## config.mk

```make
export PLATFORM = sky130hd
export DESIGN_NAME = dynamic_priority_job_scheduler_top
export DESIGN_NICKNAME = d
export VERILOG_FILES = /design/src/hdl/djs_pkg.sv /design/src/hdl/djs_fifo.sv /design/src/hdl/djs_front.sv /design/src/hdl/djs_back.sv /design/src/hdl/dynamic_priority_job_scheduler_top.sv
export SDC_FILE = /design/constraint.sdc
export NUM_CORES = 2
export LEC_CHECK = 0
export ABC_CLOCK_PERIOD_IN_PS = 39300
export BUFFER_PORTS_ARGS = -buffer_cell sky130_fd_sc_hd__buf_4
export CAP_MARGIN = 20
export CELL_PAD_IN_SITES_DETAIL_PLACEMENT = 0
export CELL_PAD_IN_SITES_GLOBAL_PLACEMENT = 1
export CORE_ASPECT_RATIO = 0.9
export CORE_MARGIN = 8
export CORE_UTILIZATION = 40
export DETAILED_ROUTE_END_ITERATION = 6
export HOLD_SLACK_MARGIN = 0.15
export PLACE_DENSITY = 0.73
export SLEW_MARGIN = 20
export SYNTH_ARGS = -nofsm -noshare
export SYNTH_HDL_FRONTEND = slang
export SYNTH_SLANG_ARGS = --single-unit
export TNS_END_PERCENT = 5
```

## constraint.sdc

```tcl
create_clock -name clk -period 39.3 [get_ports clk]
set_input_delay 5.895 -clock clk [delete_from_list [all_inputs] [get_ports clk]]
set_output_delay 5.895 -clock clk [all_outputs]
set_load 0.02 [all_outputs]
```

## src/hdl/djs_pkg.sv

```systemverilog
// shared types, constants and the priority clamp for the job scheduler
// used by the front end, back end and top level; depends on nothing
package djs_pkg;

  localparam int MAX_JOBS_DEF = 16;
  localparam int CMD_DEPTH    = 2;
  localparam int RES_DEPTH    = 2;

  localparam int PW  = 11;
  localparam int TW  = 8;
  localparam int IW  = 8;
  localparam int JWW = 5;
  localparam int STW = 8;

  localparam int PRIO_MIN_I = -(2 ** (PW - 1));
  localparam int PRIO_MAX_I = (2 ** (PW - 1)) - 1;

  localparam logic [PW-1:0]  BASE_RESET = PW'(50);
  localparam logic [STW-1:0] STEP_RESET = STW'(3);
  localparam logic [TW-1:0]  TIME_MAX   = {TW{1'b1}};

  typedef logic signed [PW-1:0] prio_t;

  typedef enum logic {
    KIND_ADD  = 1'b0,
    KIND_TICK = 1'b1
  } kind_t;

  typedef struct packed {
    kind_t          kind;
    logic [IW-1:0]  job_id;
    logic [TW-1:0]  need_time;
    prio_t          prio;
  } cmd_t;

  typedef struct packed {
    logic           ran_valid;
    logic [IW-1:0]  run_job;
    logic [TW-1:0]  time_done;
    logic [TW-1:0]  time_left;
    prio_t          job_priority;
    logic           finished;
    logic           reordered;
    logic           queue_full;
    logic [JWW-1:0] jobs_waiting;
  } res_t;

  function automatic prio_t clamp_prio(input logic signed [PW:0] v);
    prio_t r;
    if (v < PRIO_MIN_I) begin
      r = prio_t'(PRIO_MIN_I);
    end else if (v > PRIO_MAX_I) begin
      r = prio_t'(PRIO_MAX_I);
    end else begin
      r = v[PW-1:0];
    end
    return r;
  endfunction

endpackage

```

## src/hdl/djs_fifo.sv

```systemverilog
// small first-in first-out queue of register entries
// used between front and back and on the result side; depends on nothing
module djs_fifo #(
  parameter int WIDTH = 8,
  parameter int DEPTH = 2
) (
  input  logic             clk,
  input  logic             rst_n,
  input  logic             wr_en,
  input  logic [WIDTH-1:0] wr_data,
  output logic             full,
  input  logic             rd_en,
  output logic [WIDTH-1:0] rd_data,
  output logic             empty
);

  localparam int AW = (DEPTH > 1) ? $clog2(DEPTH) : 1;
  localparam int CW = $clog2(DEPTH + 1);

  logic [WIDTH-1:0] mem_r [DEPTH];
  logic [AW-1:0]    wr_ptr_r, rd_ptr_r;
  logic [CW-1:0]    cnt_r;
  logic             do_wr, do_rd;

  assign full    = (cnt_r == CW'(DEPTH));
  assign empty   = (cnt_r == '0);
  assign do_wr   = wr_en && !full;
  assign do_rd   = rd_en && !empty;
  assign rd_data = mem_r[rd_ptr_r];

  always_ff @(posedge clk) begin
    if (do_wr) begin
      mem_r[wr_ptr_r] <= wr_data;
    end
  end

  always_ff @(posedge clk) begin
    if (!rst_n) begin
      wr_ptr_r <= '0;
      rd_ptr_r <= '0;
      cnt_r    <= '0;
    end else begin
      if (do_wr) begin
        wr_ptr_r <= (wr_ptr_r == AW'(DEPTH - 1)) ? '0 : wr_ptr_r + AW'(1);
      end
      if (do_rd) begin
        rd_ptr_r <= (rd_ptr_r == AW'(DEPTH - 1)) ? '0 : rd_ptr_r + AW'(1);
      end
      if (do_wr && !do_rd) begin
        cnt_r <= cnt_r + CW'(1);
      end else if (do_rd && !do_wr) begin
        cnt_r <= cnt_r - CW'(1);
      end
    end
  end

endmodule

```

## src/hdl/djs_front.sv

```systemverilog
// front end: takes requests, works out the starting priority of an add
// and queues the classified command for the back end; uses djs_pkg, djs_fifo
module djs_front #(
  parameter int QDEPTH = djs_pkg::CMD_DEPTH
) (
  input  logic                        clk,
  input  logic                        rst_n,
  input  logic                        push,
  output logic                        full,
  input  logic                        kind,
  input  logic [djs_pkg::IW-1:0]      job_id,
  input  logic [djs_pkg::TW-1:0]      need_time,
  input  logic [djs_pkg::PW-1:0]      base_priority,
  output logic                        cmd_valid,
  output djs_pkg::cmd_t               cmd,
  input  logic                        cmd_pop
);

  djs_pkg::cmd_t              cmd_in;
  logic signed [djs_pkg::PW:0] add_wide;
  logic                        cmd_empty;

  // base minus need in one extra bit, then saturate
  assign add_wide = {base_priority[djs_pkg::PW-1], base_priority}
                  - {{(djs_pkg::PW + 1 - djs_pkg::TW){1'b0}}, need_time};

  always_comb begin
    cmd_in.kind      = djs_pkg::kind_t'(kind);
    cmd_in.job_id    = job_id;
    cmd_in.need_time = need_time;
    cmd_in.prio      = (cmd_in.kind == djs_pkg::KIND_ADD) ?
                       djs_pkg::clamp_prio(add_wide) : '0;
  end

  djs_fifo #(
    .WIDTH ($bits(djs_pkg::cmd_t)),
    .DEPTH (QDEPTH)
  ) u_cmd_q (
    .clk     (clk),
    .rst_n   (rst_n),
    .wr_en   (push),
    .wr_data (cmd_in),
    .full    (full),
    .rd_en   (cmd_pop),
    .rd_data (cmd),
    .empty   (cmd_empty)
  );

  assign cmd_valid = !cmd_empty;

endmodule

```

## src/hdl/djs_back.sv

```systemverilog
// back end: the priority-ordered ready queue as a compare-and-shift array
// and the two-step sequencer that runs adds and ticks; uses djs_pkg
module djs_back #(
  parameter int MAX_JOBS = djs_pkg::MAX_JOBS_DEF
) (
  input  logic                     clk,
  input  logic                     rst_n,
  input  logic                     cmd_valid,
  input  djs_pkg::cmd_t            cmd,
  output logic                     cmd_pop,
  input  logic [djs_pkg::STW-1:0]  priority_step,
  input  logic                     res_full,
  output logic                     res_push,
  output djs_pkg::res_t            res
);

  localparam int CW = $clog2(MAX_JOBS + 1);

  typedef struct packed {
    logic [djs_pkg::IW-1:0] job;
    logic [djs_pkg::TW-1:0] left;
    logic [djs_pkg::TW-1:0] done;
    djs_pkg::prio_t         prio;
  } slot_t;

  typedef enum logic {
    ST_FETCH,
    ST_APPLY
  } state_t;

  state_t          state_r;
  logic [CW-1:0]   cnt_r, cnt_nxt;
  slot_t           slot_r   [MAX_JOBS];
  slot_t           slot_nxt [MAX_JOBS];

  djs_pkg::kind_t  op_kind_r;
  logic            op_full_r, op_empty_r;
  slot_t           op_r, op_nxt;

  logic signed [djs_pkg::PW:0] tick_wide;
  logic            do_ins, do_rm, do_upd, fin, reord;
  logic [MAX_JOBS-1:0] ge;

  assign cmd_pop  = (state_r == ST_FETCH) && cmd_valid && !res_full;
  assign res_push = (state_r == ST_APPLY);

  // head job after one time unit
  assign tick_wide = {slot_r[0].prio[djs_pkg::PW-1], slot_r[0].prio}
                   - {{(djs_pkg::PW + 1 - djs_pkg::STW){1'b0}}, priority_step};

  always_comb begin
    if (cmd.kind == djs_pkg::KIND_ADD) begin
      op_nxt.job  = cmd.job_id;
      op_nxt.left = cmd.need_time;
      op_nxt.done = '0;
      op_nxt.prio = cmd.prio;
    end else begin
      op_nxt.job  = slot_r[0].job;
      op_nxt.left = (slot_r[0].left != '0) ? slot_r[0].left - djs_pkg::TW'(1) : '0;
      op_nxt.done = (slot_r[0].done != djs_pkg::TIME_MAX) ?
                    slot_r[0].done + djs_pkg::TW'(1) : slot_r[0].done;
      op_nxt.prio = djs_pkg::clamp_prio(tick_wide);
    end
  end

  always_comb begin
    do_ins = 1'b0;
    do_rm  = 1'b0;
    do_upd = 1'b0;
    fin    = 1'b0;
    reord  = 1'b0;
    if (op_kind_r == djs_pkg::KIND_ADD) begin
      do_ins = !op_full_r;
    end else if (!op_empty_r) begin
      if (op_r.left == '0) begin
        fin   = 1'b1;
        do_rm = 1'b1;
      end else if (cnt_r > CW'(1) && op_r.prio < slot_r[1].prio) begin
        reord  = 1'b1;
        do_rm  = 1'b1;
        do_ins = 1'b1;
      end else begin
        do_upd = 1'b1;
      end
    end
  end

  // each entry decides from its own neighbors where the new job lands
  for (genvar g = 0; g < MAX_JOBS; g++) begin : g_slot
    slot_t cur, prv;
    logic  in_use;

    if (g == MAX_JOBS - 1) begin : g_last
      assign cur    = slot_r[g];
      assign in_use = do_rm ? 1'b0 : (CW'(g) < cnt_r);
    end else begin : g_mid
      assign cur    = do_rm ? slot_r[g+1] : slot_r[g];
      assign in_use = do_rm ? (CW'(g + 1) < cnt_r) : (CW'(g) < cnt_r);
    end

    if (g == 0) begin : g_head
      assign prv = slot_r[g];
    end else begin : g_tail
      assign prv = do_rm ? slot_r[g] : slot_r[g-1];
    end

    assign ge[g] = in_use && (cur.prio >= op_r.prio);

    if (g == 0) begin : g_nxt_head
      always_comb begin
        if (do_ins) begin
          slot_nxt[g] = ge[g] ? cur : op_r;
        end else if (do_rm) begin
          slot_nxt[g] = cur;
        end else if (do_upd) begin
          slot_nxt[g] = op_r;
        end else begin
          slot_nxt[g] = slot_r[g];
        end
      end
    end else begin : g_nxt_tail
      always_comb begin
        if (do_ins) begin
          slot_nxt[g] = ge[g] ? cur : (ge[g-1] ? op_r : prv);
        end else if (do_rm) begin
          slot_nxt[g] = cur;
        end else begin
          slot_nxt[g] = slot_r[g];
        end
      end
    end
  end

  always_comb begin
    cnt_nxt = cnt_r;
    if (do_ins && !do_rm) begin
      cnt_nxt = cnt_r + CW'(1);
    end else if (do_rm && !do_ins) begin
      cnt_nxt = cnt_r - CW'(1);
    end
  end

  always_comb begin
    res.ran_valid    = (op_kind_r == djs_pkg::KIND_TICK) && !op_empty_r;
    res.run_job      = res.ran_valid ? op_r.job  : '0;
    res.time_done    = res.ran_valid ? op_r.done : '0;
    res.time_left    = res.ran_valid ? op_r.left : '0;
    res.job_priority = res.ran_valid ? op_r.prio : '0;
    res.finished     = fin;
    res.reordered    = reord;
    res.queue_full   = (op_kind_r == djs_pkg::KIND_ADD) && op_full_r;
    res.jobs_waiting = djs_pkg::JWW'(cnt_nxt);
  end

  always_ff @(posedge clk) begin
    if (state_r == ST_APPLY) begin
      slot_r <= slot_nxt;
    end
  end

  always_ff @(posedge clk) begin
    if (!rst_n) begin
      state_r    <= ST_FETCH;
      cnt_r      <= '0;
      op_kind_r  <= djs_pkg::KIND_ADD;
      op_full_r  <= 1'b0;
      op_empty_r <= 1'b0;
    end else begin
      unique case (state_r)
        ST_FETCH: begin
          if (cmd_pop) begin
            op_kind_r  <= cmd.kind;
            op_full_r  <= (cnt_r == CW'(MAX_JOBS));
            op_empty_r <= (cnt_r == '0);
            state_r    <= ST_APPLY;
          end
        end
        ST_APPLY: begin
          cnt_r   <= cnt_nxt;
          state_r <= ST_FETCH;
        end
        default: begin
          state_r <= ST_FETCH;
        end
      endcase
    end
  end

  always_ff @(posedge clk) begin
    if (cmd_pop) begin
      op_r <= op_nxt;
    end
  end

endmodule

```

## src/hdl/dynamic_priority_job_scheduler_top.sv

```systemverilog
// Dynamic priority job scheduler, top level: register port, front end,
// back end and result queue. Uses djs_pkg, djs_front, djs_back, djs_fifo.
//
// Requests enter through push/full: kind 0 adds a job with id and need
// time, kind 1 runs the head job for one time unit. Every request gives
// exactly one result, read through empty/pop; the oldest result sits on
// the out_ ports while empty is low.
// A taken request is latched in the back end's operation register and
// pushed to the result queue from the apply state. The back end handles
// one request at a time, in a fetch state that works out the head update
// and an apply state that compare-and-shifts the whole ready queue at once.
// A 2-entry command queue lets requests arrive while the back end works;
// a 2-entry result queue lets it go on while the receiver holds off pop.
// When the result queue is full the back end waits and, once the command
// queue fills, full rises. Reset empties the ready queue and both small
// queues and sets the starting priority to 50 and the priority step to 3.
// The user must write registers through the psel/penable port only while
// no request is pending; the block itself does not enforce this.
module dynamic_priority_job_scheduler_top #(
  parameter int MAX_JOBS = djs_pkg::MAX_JOBS_DEF
) (
  input  logic                        clk,
  input  logic                        rst_n,
  input  logic                        psel,
  input  logic                        penable,
  input  logic                        pwrite,
  input  logic [2:0]                  paddr,
  input  logic [31:0]                 pwdata,
  output logic [31:0]                 prdata,
  output logic                        pready,
  input  logic                        push,
  output logic                        full,
  input  logic                        in_kind,
  input  logic [djs_pkg::IW-1:0]      in_job_id,
  input  logic [djs_pkg::TW-1:0]      in_need_time,
  output logic                        empty,
  input  logic                        pop,
  output logic                        out_ran_valid,
  output logic [djs_pkg::IW-1:0]      out_run_job,
  output logic [djs_pkg::TW-1:0]      out_time_done,
  output logic [djs_pkg::TW-1:0]      out_time_left,
  output logic signed [djs_pkg::PW-1:0] out_job_priority,
  output logic                        out_finished,
  output logic                        out_reordered,
  output logic                        out_queue_full,
  output logic [djs_pkg::JWW-1:0]     out_jobs_waiting
);

  typedef enum logic {
    REG_BASE = 1'b0,
    REG_STEP = 1'b1
  } reg_idx_t;

  logic [djs_pkg::PW-1:0]  base_r;
  logic [djs_pkg::STW-1:0] step_r;
  reg_idx_t                reg_sel;
  logic                    cfg_wr;

  logic                    cmd_valid, cmd_pop;
  djs_pkg::cmd_t           cmd;
  logic                    res_full, res_push;
  djs_pkg::res_t           res_in, res_out;

  // register select comes from the word address bit alone
  assign reg_sel = reg_idx_t'(paddr[2]);
  assign pready  = 1'b1;
  assign cfg_wr  = psel && penable && pwrite;

  always_comb begin
    unique case (reg_sel)
      REG_BASE: prdata = {{(32 - djs_pkg::PW){1'b0}}, base_r};
      REG_STEP: prdata = {{(32 - djs_pkg::STW){1'b0}}, step_r};
      default:  prdata = '0;
    endcase
  end

  always_ff @(posedge clk) begin
    if (!rst_n) begin
      base_r <= djs_pkg::BASE_RESET;
      step_r <= djs_pkg::STEP_RESET;
    end else if (cfg_wr) begin
      unique case (reg_sel)
        REG_BASE: base_r <= pwdata[djs_pkg::PW-1:0];
        REG_STEP: step_r <= pwdata[djs_pkg::STW-1:0];
        default:  ;
      endcase
    end
  end

  djs_front #(
    .QDEPTH (djs_pkg::CMD_DEPTH)
  ) u_front (
    .clk           (clk),
    .rst_n         (rst_n),
    .push          (push),
    .full          (full),
    .kind          (in_kind),
    .job_id        (in_job_id),
    .need_time     (in_need_time),
    .base_priority (base_r),
    .cmd_valid     (cmd_valid),
    .cmd           (cmd),
    .cmd_pop       (cmd_pop)
  );

  djs_back #(
    .MAX_JOBS (MAX_JOBS)
  ) u_back (
    .clk           (clk),
    .rst_n         (rst_n),
    .cmd_valid     (cmd_valid),
    .cmd           (cmd),
    .cmd_pop       (cmd_pop),
    .priority_step (step_r),
    .res_full      (res_full),
    .res_push      (res_push),
    .res           (res_in)
  );

  djs_fifo #(
    .WIDTH ($bits(djs_pkg::res_t)),
    .DEPTH (djs_pkg::RES_DEPTH)
  ) u_res_q (
    .clk     (clk),
    .rst_n   (rst_n),
    .wr_en   (res_push),
    .wr_data (res_in),
    .full    (res_full),
    .rd_en   (pop),
    .rd_data (res_out),
    .empty   (empty)
  );

  assign out_ran_valid    = res_out.ran_valid;
  assign out_run_job      = res_out.run_job;
  assign out_time_done    = res_out.time_done;
  assign out_time_left    = res_out.time_left;
  assign out_job_priority = res_out.job_priority;
  assign out_finished     = res_out.finished;
  assign out_reordered    = res_out.reordered;
  assign out_queue_full   = res_out.queue_full;
  assign out_jobs_waiting = res_out.jobs_waiting;

endmodule
```

Yosys cells after proc, flatten, opt, wreduce, memory -nomap -nowiden:

Memory sizes are Yosys's and may differ from the RTL's. A register that Yosys moved wholly into a read port is not among the register bits.
Index checks and enable logic that the tools add are counted.
W data, S select, Z words.

* add/subtract/negate cells: 14
* $lt $le $gt $ge: 38
* equality and inequality tests: 4
* mux-type cells: 140
* bitwise logic cells: 4
* reduce and logical (&&, ||, !) cells: 60

Operator list (count)
* $mux W35: 77
* $ge A11 B11 Y1: 16
* $mux W11: 6
* $pmux W32 S2: 1
* $mux W1: 44
* $lt A4 B5 Y1 const A: 8
* $mux W8: 5
* $logic_and A1 B1 Y1: 33
* $gt A12 B11 Y1 const B: 2
* $lt A12 B11 Y1 const B: 2
* $sub A11 B9 Y12: 2
* $lt A3 B5 Y1 const A: 4
* $logic_not A1 Y1: 12
* $lt A11 B11 Y1: 1
* $lt A1 B5 Y1 const A: 2
* $lt A2 B5 Y1 const A: 2
* $mux W5: 2
* $reduce_and A2 Y1: 5
* $add A8 B1 Y8 const B: 1
* $logic_not A8 Y1: 1
* $mux W2: 4
* $ne A8 B8 Y1 const B: 1
* $reduce_bool A8 Y1: 1
* $sub A8 B1 Y8 const B: 1
* 15 further kinds: 27

* flip-flop bits (word level): 631
* RAM bits: 144
* input port bits: 59
* output and inout port bits: 79
* memories kept: 2

Memories
* u_res_q.mem_r: depth 2, width 44, read ports 1, clocked after Yosys merged registers in 1, write ports 1, RTL line djs_fifo.sv:20 `logic [WIDTH-1:0] mem_r [DEPTH];`
* u_front.u_cmd_q.mem_r: depth 2, width 28, read ports 1, clocked after Yosys merged registers in 1, write ports 1, RTL line djs_fifo.sv:20

Depth between registers and ports, before layout:

* word-level depth: 12
* mapped depth: 27
* gate-level depth less buffers: 18

Hierarchy:

A second synthesis with hierarchy kept.

* cell total of the unflattened synthesis: 4107
* area total of the unflattened synthesis: 50223.2 um2

Modules (own cells, without submodules)
* djs_back: instances 1, cells each 3632, area each 42896.1 um2
* djs_fifo at u_res_q: instances 1, cells each 162, area each 3407.0 um2
* djs_fifo at u_front.u_cmd_q: instances 1, cells each 112, area each 2250.9 um2
* dynamic_priority_job_scheduler_top: instances 1, cells each 115, area each 1063.5 um2
* djs_front: instances 1, cells each 86, area each 605.6 um2

Least setup slack after synthesis:

Ideal clock, no wire load.

* kind: reg2reg
* start point: register u_back.op_r[10] in the netlist's numbering
* end point: register u_back.slot_r[100] in the netlist's numbering, enable pin
* setup time: 1.507 ns
* data arrival time: 25.951 ns
* required time: 37.793 ns
* setup slack: 11.842 ns
* stages on the path, launching flop included: 14
* buffers on the path: 6
* clock period less this slack: 27.458 ns
* cell sequence: edfxtp_1 > ha_1 > buf_2 > a21oi_1 > o21ai_0 > a21oi_2 > and4_4 > nor3_2 > buf_6 > buf_6 > buf_2 > buf_2 > buf_2 > a21oi_1

* word-level cells in the longest chain between the ends: 8

Ends and longest elaborated chain
* start: declaration: RTL line djs_back.sv:38 `slot_t op_r, op_nxt;`
* start signal: assignment: RTL line djs_back.sv:191 `op_r <= op_nxt;`
* $lt A11 B11 Y1 *: RTL line djs_back.sv:78 `end else if (cnt_r > CW'(1) && op_r.prio < slot_r[1].prio) begin`
* $logic_and A1 B1 Y1 *: RTL line djs_back.sv:78
* $mux W1 *: RTL line djs_back.sv:78
* $mux W1: RTL line djs_back.sv:75 `if (op_r.left == '0) begin`
* $mux W1: RTL line djs_back.sv:74 `end else if (!op_empty_r) begin`
* $mux W1: RTL line djs_back.sv:72 `if (op_kind_r == djs_pkg::KIND_ADD) begin`
* $reduce_bool A2 Y1 (no source line) *
* $reduce_and A2 Y1 (no source line) *
* end signal: assignment: RTL line djs_back.sv:157 `slot_r <= slot_nxt;`
* end: declaration: RTL line djs_back.sv:33 `slot_t slot_r [MAX_JOBS];`

Every way passes the cells marked *; elsewhere a longest branch is shown, timed or not.
A chain may end at the register's enable or synchronous reset.

Worst setup path in the final report:

* start point: input paddr[2]
* end point: output prdata[4]

* word-level cells in the longest chain between the ends: 2

Ends and longest elaborated chain
* start: declaration: RTL line dynamic_priority_job_scheduler_top.sv:27 `input logic [2:0] paddr,`
* $not A1 Y1 (no source line)
* $pmux W32 S2 *: RTL line dynamic_priority_job_scheduler_top.sv:70 `unique case (reg_sel)`
* end: declaration: RTL line dynamic_priority_job_scheduler_top.sv:29 `output logic [31:0] prdata,`

Every way passes the cells marked *; elsewhere a longest branch is shown, timed or not. The select of a mux whose other input is x is not followed.

==> flow_summary.toml <==
[status]
status = "completed"

[synth]
yosysSeqAreaShare = 0.450
synth_area_leaders = "edfxtp_1 44%, mux2_2 16%, mux2i_1 6.6%"
synth_top_area_cell = "edfxtp_1"
ys.warnings.count = 0
synth-seq-cells = 777
syn_inst = 4424
ys_types = 94
synth_top_area_frac = 0.435
ys.flop_type = "edfxtp_1"
synth.avg_cell_area_um2 = 11.5
synthArstFlopShare = 0
syn_area_mm2 = 0.0510
synth_edf_count = 739

[worst_setup_path]
path_max_fanout = 15
crit_buf_inv = 2
cp-end-kind = "primary output"
worstPathArrival_ns = 6.63
slowest_delay_ns = 0.38
cp.required_ns = 33.40
crit_chain = "buf_4, mux2_2, buf_4"
cp-start-kind = "input pin"
cpMaxStageDelayCell = "mux2_2"
path_class = "input pin to primary output"
path_delay_family = "multiplexers"
crit_top_cell = "buf_4"

[floorplan]
dieWidth_um = 392
die-area_mm2 = 0.139
die_h_um = 355
rows = 124
initial_core_util = 0.402
coreArea_mm2 = 0.127
pin_count = 138

[place]
place_ws_ns = 26.78
gp_congestion = 0.845
hpwl_um = 84500
port_buffers = 92

[clock_network]
cts_tree = "built"
cts_hold_buf = 0
cts_root_buffer = "clkbuf_16"
clock_path_buffers = 3
clock-sinks = 777
clk_latency_ns = 0.69
cts_resized = 0
clk_pin_slew_ns = 0.06
htreeDepth = 3
cts_setup_buffers = 0
cts-buffers-inserted = 90

[timing]
tightest_slew_ns = 1.10
max_slew_margin = 0.264
setup_ws_ns = 26.78
setup_tns_ns = 0
setup_violations = 0
min_period_ns = 12.52
finalHoldWorstSlack_ns = 0.470
hold_violations = 0
maxSlewViolCount = 0
post-route-period-util = 0.319
rsz0062_at_grt = "false"
finalClockSkew_ns = 0.0275
fmax_mhz = 79.8

[global_routing]
grt_pass1_vias = 34000
grt_max_degree = 165
grt_first_pass_wirelength_um = 197000
antenna_found_initial = 2
grt-ovfl-total = 0
grt_usage = 0.171

[detailed_routing]
vias = 33600
final_antenna_net_count = 0
drt-total-wl_um = 123000
vias_per_cell = 5.52
wl_per_cell_um = 20.3
drcViolationCount = 0
dr.pass1.iters = 5
drtIter0Drc = 2458

[cells_and_area]
seq_area_mm2 = 0.0230
n_fill_cell = 11800
area_growth_syn_to_layout_pct = 9.46
final_layout_size_suffix_gt1_frac = 0.267
fin_nets = 4588
multi_input_area_mm2 = 0.0259
fin_util = 0.440

[power_and_ir_drop]
power_mw = 4.20
ir_drop_mv = 0.0390
pwr_density_cell_mw_per_mm2 = 75.3
p_leak_nw = 21.0

[worst_hold_path]
hp-class = "flop to flop"

[flow_run]
max_cap_viol_count = 0
-- final cells by class --
class	count	area share
clock inverters	49	0.00796
inverters	116	0.00783
multi-input cells	3154	0.465
well taps	1701	0.0382
diodes	1	0.0000449
repair buffers	178	0.0254
clock buffers	113	0.0440
flip-flops and latches	777	0.411
-- metal layers --
metal | GRT usage | part of all wire
met4 | 0.0373 | 0.019
met1 | 0.257 | 0.51
met3 | 0.0276 | 0.047
met5 | 0 | 0
met2 | 0.259 | 0.43
-- worst paths after layout --
| path | startpoint | endpoint | slack [ns] | cells past startpoint |
|---|---|---|---|---|
| max reg2reg | u_back.op_r[10]$_DFFE_PP_ | u_back.slot_r[72]$_DFFE_PP_ | 30.95 | 19 |
| min reg2reg | base_r[0]$_SDFFE_PN0P_ | base_r[0]$_SDFFE_PN0P_ | 0.47 | 2 |
| min | base_r[0]$_SDFFE_PN0P_ | base_r[0]$_SDFFE_PN0P_ | 0.47 | 2 |
| max | paddr[2] | prdata[4] | 26.78 | 3 |
-- stage by stage --
stage               cell area (um2)  cells
finish                        55800   6089
global route                  55800   6088
CTS                           55800   6087
detailed placement            52900   5925
global placement              52800   5924
floorplan                     51000   4444
-- placed cells by master (no fill, tap or decap), drive strengths merged, types with 22 or more instances in the layout --
| master | instances |
|---|---|
| mux2 | 806 |
| edfxtp | 739 |
| a21oi | 434 |
| mux2i | 335 |
| nand2 | 257 |
| ha | 210 |
| o21ai | 206 |
| buf | 178 |
| inv | 118 |
| clkbuf | 113 |
| nor3 | 101 |
| nor2 | 89 |
| nor2b | 77 |
| o31ai | 75 |
| and2 | 56 |
| a211oi | 47 |
| a31oi | 41 |
| dfxtp | 38 |
| clkinv | 37 |
| nor4 | 32 |
| a21boi | 29 |
| o41ai | 28 |
| a21o | 27 |
| nand3 | 27 |
| o221ai | 26 |
| xnor2 | 25 |
| conb | 22 |
-- report_power, final --
| group | switching (mW) | internal (mW) |
|---|---|---|
| clock | 0.351 | 0.487 |
| sequential | 0.208 | 1.30 |
| combinational | 1.05 | 0.801 |
| total | 1.61 | 2.59 |
-- tightest hold or removal path: cells and delay by family (launching register included) --
| kind | cells | cell delay, ns |
|---|---|---|
| AO/OA/AOI/OAI | 1 | 0.06 |
| flip-flops | 1 | 0.31 |
| AND/OR/NAND/NOR | 1 | 0.05 |
-- flip-flops by register name (all words and copies together) (netlist names), named ones only --
register	flops
u_res_q.rd_ptr_r	1
u_res_q.cnt_r	2
u_res_q.mem_r	88
step_r	8
u_front.u_cmd_q.rd_ptr_r	1
u_back.op_r	35
u_back.op_empty_r	1
u_back.op_kind_r	1
u_front.u_cmd_q.wr_ptr_r	1
u_front.u_cmd_q.mem_r	56
u_back.g_slot.cur	35
u_back.res_push	1
u_back.op_full_r	1
u_back.g_slot.prv	35
u_res_q.wr_ptr_r	1
u_back.cnt_r	5
base_r	11
u_front.u_cmd_q.cnt_r	2
u_back.slot_r	490
-- synth_stat cells (19+ instances only) --
master and instances:
clkbuf_1 195, dfxtp_1 38, mux2i_1 335, buf_2 120, a21oi_1 433, buf_6 24, nor2b_1 77, and2_1 55
nand3_1 26, buf_4 38, nor3_1 95, nor2_1 86, inv_1 115, o41ai_1 25, o21ai_1 47, o221ai_1 26
a31oi_1 40, nor4_1 31, o31ai_1 75, mux2_4 75, o21a_1 19, a21o_1 27, nand2_1 256, nand4_1 19
xnor2_1 25, edfxtp_1 739, a21boi_0 27, ha_1 210, o21ai_0 158, a211oi_1 47, mux2_2 731
-- logic make-up after synthesis --
family                     share of synthesized area
xor gates and xnor gates                     0.00550
muxes                                          0.249
buffers and inverters                         0.0472
and+or+nand+nor                               0.0695
other                                       0.000147
adders and majority gates                     0.0523
AOI/OAI and AO/OA                              0.126
DFF                                            0.450
Note: power is estimated with default switching activity, not from simulation.
